[config.mk]
export PLATFORM = sky130hd
export DESIGN_NAME = rfw_div
export DESIGN_NICKNAME = d
export VERILOG_FILES = /design/src/rtl/rfw_pkg.sv /design/src/rtl/rfw_div.sv
export SDC_FILE = /design/constraint.sdc
export NUM_CORES = 2
export LEC_CHECK = 0
export ABC_AREA = 0
export BUFFER_PORTS_ARGS = -buffer_cell sky130_fd_sc_hd__buf_2
export CORE_MARGIN = 2
export CORE_UTILIZATION = 60
export CTS_BUF_LIST = sky130_fd_sc_hd__clkbuf_4 sky130_fd_sc_hd__clkbuf_8
export CTS_CLUSTER_SIZE = 28
export DETAILED_ROUTE_END_ITERATION = 10
export GPL_ROUTABILITY_DRIVEN = 0
export MAX_ROUTING_LAYER = met4
export PLACE_DENSITY_LB_ADDON = 0.15
export SYNTH_ARGS = -nofsm -noshare
export SYNTH_HDL_FRONTEND = slang
export SYNTH_SLANG_ARGS = --single-unit
[constraint.sdc]
create_clock -name clk -period 8.6 [get_ports clk]
set_input_delay 0.43 -clock clk [delete_from_list [all_inputs] [get_ports clk]]
set_output_delay 0.43 -clock clk [all_outputs]
set_load 0.02 [all_outputs]
[src/rtl/rfw_pkg.sv]
// Package for the fractional-N word calculator: field widths, division
// constants and the four-band parameter table.
// No dependencies; every other file of the block imports this package.
`default_nettype none

package rfw_pkg;

  // Field widths of the stream payload.
  localparam int FREQ_W  = 29;
  localparam int WORD_W  = 32;
  localparam int CTRL_W  = 16;
  localparam int S_DATA_W = 32;
  localparam int M_DATA_W = 2 * WORD_W + CTRL_W;

  // Internal widths.
  localparam int OFFS_W  = 24;  // rounded offset from the lower band edge
  localparam int STEPS_W = 19;  // count of 25 Hz steps, at most 400000
  localparam int QUOT_W  = 17;  // fraction / 53125, at most about 69700

  // Offset rounding and division by the step size (25 Hz).
  localparam logic [OFFS_W-1:0] STEP_HALF  = 24'd12;
  localparam int                STEP_SHIFT = 29;
  localparam logic [24:0]       STEP_RECIP = 25'd21474837;  // ceil(2^29 / 25)

  // Division of the remainder sum by 53125.
  localparam logic [15:0]       FRAC_DIV   = 16'd53125;
  localparam logic [WORD_W-1:0] FRAC_HALF  = 32'd26562;
  localparam int                FRAC_SHIFT = 47;
  localparam logic [31:0]       FRAC_RECIP = 32'd2649176251;  // floor(2^47 / 53125)

  // Band-select control values.
  localparam logic [CTRL_W-1:0] CTRL_70CM = 16'h0000;
  localparam logic [CTRL_W-1:0] CTRL_2M   = 16'h2002;
  localparam logic [CTRL_W-1:0] CTRL_6M   = 16'h8008;
  localparam logic [CTRL_W-1:0] CTRL_10M  = 16'hc00f;

  // Band indexes in the order they are searched.
  localparam logic [1:0] BAND_70CM = 2'd0;
  localparam logic [1:0] BAND_2M   = 2'd1;
  localparam logic [1:0] BAND_6M   = 2'd2;
  localparam logic [1:0] BAND_10M  = 2'd3;

  typedef struct packed {
    logic [FREQ_W-1:0] lo;
    logic [FREQ_W-1:0] hi;
    logic [WORD_W-1:0] base;
    logic [15:0]       rem0;
    logic              neg;
    logic [10:0]       quot;
    logic [14:0]       rstep;
    logic [22:0]       if_base;
    logic [15:0]       if_rem;
    logic [CTRL_W-1:0] ctrl;
  } band_t;

  // Per-band synthesizer parameters.
  function automatic band_t band_param(input logic [1:0] idx);
    band_t b;
    unique case (idx)
      BAND_70CM: b = '{29'd430000000, 29'd440000000, 32'd1357967601, 16'd3125,  1'b1,
                       11'd79,   15'd2571,  23'd432654,  16'd42170, CTRL_70CM};
      BAND_2M:   b = '{29'd144000000, 29'd146000000, 32'd1364283730, 16'd36250, 1'b1,
                       11'd237,  15'd7713,  23'd1297964, 16'd20260, CTRL_2M};
      BAND_6M:   b = '{29'd50000000,  29'd54000000,  32'd1421128885, 16'd15625, 1'b1,
                       11'd711,  15'd23139, 23'd3893893, 16'd7655,  CTRL_6M};
      default:   b = '{29'd28000000,  29'd29700000,  32'd1414812756, 16'd17500, 1'b0,
                       11'd1263, 15'd11989, 23'd6922476, 16'd37220, CTRL_10M};
    endcase
    return b;
  endfunction

endpackage

`default_nettype wire

[src/rtl/rfw_div.sv]
// Two-stage divider by the constant 53125 for a 32-bit numerator.
// Depends on rfw_pkg for the reciprocal and widths.
`default_nettype none

module rfw_div (
  input  wire logic                       clk,
  input  wire logic                       en_est,
  input  wire logic                       en_fix,
  input  wire logic [rfw_pkg::WORD_W-1:0] num,
  output logic      [rfw_pkg::QUOT_W-1:0] quot
);
  import rfw_pkg::*;

  logic [63:0]         prod_est;
  logic [QUOT_W-1:0]   q_est;
  logic [WORD_W-1:0]   num_d;
  logic [WORD_W:0]     back;
  logic [WORD_W:0]     rem;
  logic                bump;

  // Reciprocal estimate: the result is the true quotient or one below it.
  assign prod_est = 64'(num) * 64'(FRAC_RECIP);

  always_ff @(posedge clk) begin
    if (en_est) begin
      q_est <= prod_est[FRAC_SHIFT +: QUOT_W];
      num_d <= num;
    end
  end

  // Correction: step the estimate up when the remainder reaches the divisor.
  assign back = (WORD_W + 1)'(q_est) * (WORD_W + 1)'(FRAC_DIV);
  assign rem  = {1'b0, num_d} - back;
  assign bump = (rem >= (WORD_W + 1)'(FRAC_DIV));

  always_ff @(posedge clk) begin
    if (en_fix) begin
      quot <= q_est + QUOT_W'(bump);
    end
  end

endmodule

`default_nettype wire

* Yosys cells after proc, flatten, opt, wreduce, memory -nomap -nowiden *
Index checks and enable logic that the tools add are counted.

word-level totals
  logic and storage cells = 8
  input port bits = 35
  output and inout port bits = 17
  register bits after elaboration = 66

operators by class
  $mul = 2
  $lt $le $gt $ge = 1
  add/subtract/negate cells = 2

operators with widths
  operator                                               number
  multiplier 32 x 32 -> 64 bit, second input constant    1
  >= comparator 33 x 16 -> 1 bit, second input constant  1
  multiplier 17 x 16 -> 33 bit, second input constant    1
  subtractor 32 x 33 -> 33 bit                           1
  adder 17 x 1 -> 17 bit                                 1

* Logic depth before layout (Yosys ltp) *
  word-level depth = 4
  depth in mapped cells = 29
  depth with buffers taken out = 29

* Worst setup path before layout *
OpenSTA, ideal clock, no wires.

  kind = reg2reg
  start = register q_est[7]
  end = register quot[16] (netlist name), data pin
  setup time = 0.264 ns
  arrival = 6.450 ns
  slack = 1.886 ns
  path buffers = 1
  clock period less this slack = 6.714 ns
  data required time = 8.336 ns
  cell stages (with the launch flop) = 26
  cells stage by stage = edfxtp_1 -> inv_1 -> fa_1 -> fa_1 -> fa_1 -> fa_1 -> fa_1 -> fa_1 -> ha_1 -> buf_4 -> nand2_1 -> o21a_1 -> nand2_1 -> a211oi_4 -> o41ai_4 -> nand2_2 -> nor3_2 -> mux2i_1 -> a311oi_1 -> nand4_1 -> ha_1 -> ha_1 -> nand4_1 -> nor2_1 -> nand4_1 -> xnor2_1

on the way
  word-level cells in the longest chain between the ends = 4

ends and longest elaborated chain
  element                         RTL line       RTL
  start: declaration              rfw_div.sv:15  logic [QUOT_W-1:0] q_est;
  start signal: assignment        rfw_div.sv:26  q_est <= prod_est[FRAC_SHIFT +: QUOT_W];
  multiplier 17 x 16 -> 33 bit    rfw_div.sv:32  assign back = (WORD_W + 1)'(q_est) * (WORD_W + 1)'(FRAC_DIV);
  subtractor 32 x 33 -> 33 bit    rfw_div.sv:33  assign rem = {1'b0, num_d} - back;
  >= comparator 33 x 16 -> 1 bit  rfw_div.sv:34  assign bump = (rem >= (WORD_W + 1)'(FRAC_DIV));
  adder 17 x 1 -> 17 bit *        rfw_div.sv:38  quot <= q_est + QUOT_W'(bump);
  end signal: assignment          rfw_div.sv:38
  end: declaration                rfw_div.sv:10  output logic [rfw_pkg::QUOT_W-1:0] quot

Every way passes the cells marked *; elsewhere a longest branch is shown, timed or not.
A chain may end at the register's enable or synchronous reset.

* Final worst setup path *
  start = input num[16] (netlist name)
  end = register q_est[6], data pin

on the way
  word-level cells in the longest chain between the ends = 1

ends and longest elaborated chain
  element                       RTL line       RTL
  start: declaration            rfw_div.sv:9   input wire logic [rfw_pkg::WORD_W-1:0] num,
  multiplier 32 x 32 -> 64 bit  rfw_div.sv:22  assign prod_est = 64'(num) * 64'(FRAC_RECIP);
  net prod_est[53]              rfw_div.sv:14  logic [63:0] prod_est;

The timed path passes the listed nets, and every way through them passes these cells.

==> flow_metrics.py <==
metrics = {
    "status": {
        "status": "finished, final reports clean",
    },
    "logic_synthesis": {
        "ys_seq_area_frac": 0.0704,
        "synthTopCellsByArea": "fa_1 (43%), ha_1 (25%), inv_1 (14%)",
        "synth_common_cells": "inv_1 (1022), fa_1 (608), ha_1 (555), a21oi_1 (77), edfxtp_1 (66)",
        "synthCells": 2755,
        "ys_types": 70,
        "ys_ff_latch": 66,
        "synth_area_per_cell_sq_um": 10.2,
        "synth-edff-count": 66,
        "yosysTopAreaCellShare": 0.433,
        "synth_flop_cell": "edfxtp_1",
        "yosysMostFrequentCell": "inv_1",
        "syn_area_sq_um": 28100,
        "syn-num-nets": 3953,
        "synth-warning-count": 0,
        "synth_top_cell_by_area": "fa_1",
        "synthArstFlopShare": 0,
    },
    "clock_tree": {
        "clkTransAtPathRegs_ns": 0.07,
        "cts_root_buffer": "clkbuf_8",
        "clk_path_buf_depth": 2,
        "cts_setup_buffers": 0,
        "clkSinkCount": 66,
        "postCtsHoldBufs": 0,
        "cts-htree-levels": 3,
        "numCtsBuffers": 9,
        "clkLatencyLatePin_ns": 0.37,
        "cts_resized": 0,
        "cts_tree": "built",
    },
    "floorplan": {
        "die_area_sq_um": 48600,
        "die_w_microns": 221,
        "num_io_pins": 52,
        "die_y_microns": 221,
        "core_area_sq_um": 46500,
        "initial_core_util": 0.606,
        "rows": 79,
    },
    "critical_path": {
        "startpoint_type": "input port",
        "critPathKind": "input port to register",
        "crit_required_ns": 8.71,
        "worstSetupEndpointType": "register",
        "worst_ep_arrival_time_ns": 8.17,
        "cp_max_fo": 12,
    },
    "sta": {
        "timing.fmax_ghz": 0.124,
        "max_slew.worst_pin.slew_ns": 0.815,
        "setup_viol": 0,
        "drv_slew": 0,
        "period_needed_ns": 8.07,
        "fin_skew_ns": 0.0263,
        "totalNegativeSetupSlack_ns": 0,
        "hold_slack_ns": 0.494,
        "period_share": 0.938,
        "hold_violations": 0,
        "maxSlewHeadroom": 0.451,
        "rsz0062_at_grt": "false",
    },
    "placement": {
        "hpwlAfterDp_microns": 64200,
        "port_buffers": 51,
    },
    "finish": {
        "nNetsFinal": 4028,
        "fin_util": 0.634,
        "area_growth_pct": 4.66,
        "drive_above_1_share": 0.0395,
    },
    "global_routing": {
        "grt_pass1_wl_microns": 113000,
        "gr-usage-all-layers": 0.322,
        "grt_max_degree": 50,
        "grt_overflow_total": 0,
        "antenna_found_initial": 0,
        "first_global_vias": 20447,
    },
    "flow_run": {
        "maxCapViolations": 0,
    },
    "drt": {
        "wl_met1_microns": 30300,
        "viasPerCell": 5.46,
        "drt-pass1-iter-count": 7,
        "antenna_left": 0,
        "routed_wl_microns": 71400,
        "wl_met2_microns": 34100,
        "initialDrtViolationCount": 1184,
        "met3_length_microns": 4830,
        "wl_per_cell_microns": 20.7,
        "drc_errors": 0,
        "top_layer": "met4",
        "vias": 18814,
    },
    "worst_hold_path": {
        "worstHoldPathType": "input port to register",
    },
}
stage by stage:
stage,cells,setup WS (ns),cell area [sq um]
after global routing,3442,0.211,29400
after global placement,3426,0.241,29200
final,3444,0.534,29400
after floorplan,2755,1.89,28100
after CTS,3442,0.619,29400
after detailed placement,3426,0.252,29200
layout by cell type (no fill, tap or decap), drive strengths merged, types with 11 or more instances in the layout:
cell type and count:
edfxtp 66, o21bai 11, buf 69, a21oi 80, ha 555, nand4 24, nor3 20, a21o 34
clkbuf 11, nand2 47, nand3 17, fa 608, o21ai 49, inv 1022, o21a 14, nor2 49
xnor2 40, xor2 14
layer usage:
metal / vias to the layer above / track usage
li1: 8476 / -
met1: 9570 / 0.440
met2: 638 / 0.516
met3: 130 / 0.0375
met4: 0 / 0.0867
met5: - / -
path summary, 6_finish.rpt:
| check | endpoint | slack, ns | startpoint | cells past startpoint |
|---|---|---|---|---|
| min reg2reg | quot[12]$_DFFE_PP_ | 0.75 | q_est[12]$_DFFE_PP_ | 2 |
| max | q_est[6]$_DFFE_PP_ | 0.53 | num[16] | 24 |
| max reg2reg | quot[10]$_DFFE_PP_ | 0.84 | q_est[3]$_DFFE_PP_ | 27 |
| min | num_d[10]$_DFFE_PP_ | 0.49 | num[10] | 1 |
area by class of cell:
class | count | area (sq um)
inverters | 1022 | 3840
flip-flops and latches | 66 | 1980
diodes | 2 | 5.00
clock buffers | 11 | 139
fillers | 3801 | 17000
multi-input cells | 1662 | 22300
well taps | 607 | 759
repair buffers | 69 | 390
clock inverters | 5 | 55.1
state kept, by name (all words and copies together) (netlist names):
| name | count |
|---|---|
| q_est | 17 |
| quot | 17 |
| num_d | 32 |
kinds of logic (layout without fill, tap and decap cells):
family,after synthesis,count (layout),share of synthesized area
AO/OA/AOI/OAI,246,246,0.0595
XOR/XNOR,54,54,0.0168
adder cells (fa/ha/maj),1163,1163,0.679
buffers and inverters,1027,1107,0.138
flip-flops,66,66,0.0704
multiplexers,6,6,0.00218
other,0,2,0
AND/OR/NAND/NOR,193,193,0.0338
worst max-delay path: stages:
cell      delay [ns]
buf_2           0.46
ha_1            0.43
inv_1           0.13
fa_1            0.52
inv_1           0.05
fa_1            0.47
fa_1            0.55
inv_1           0.05
fa_1            0.50
inv_1           0.05
fa_1            0.49
fa_1            0.50
inv_1           0.05
fa_1            0.48
inv_1           0.05
ha_1            0.38
nand4_1         0.34
or4_1           0.57
o32ai_1         0.42
o211ai_1        0.27
a21boi_2        0.32
o21ai_0         0.10
nor2b_1         0.17
xnor2_1         0.36
Power is not shown: default switching activity piles up to over one toggle a cycle in this logic, so the estimate is an artifact.
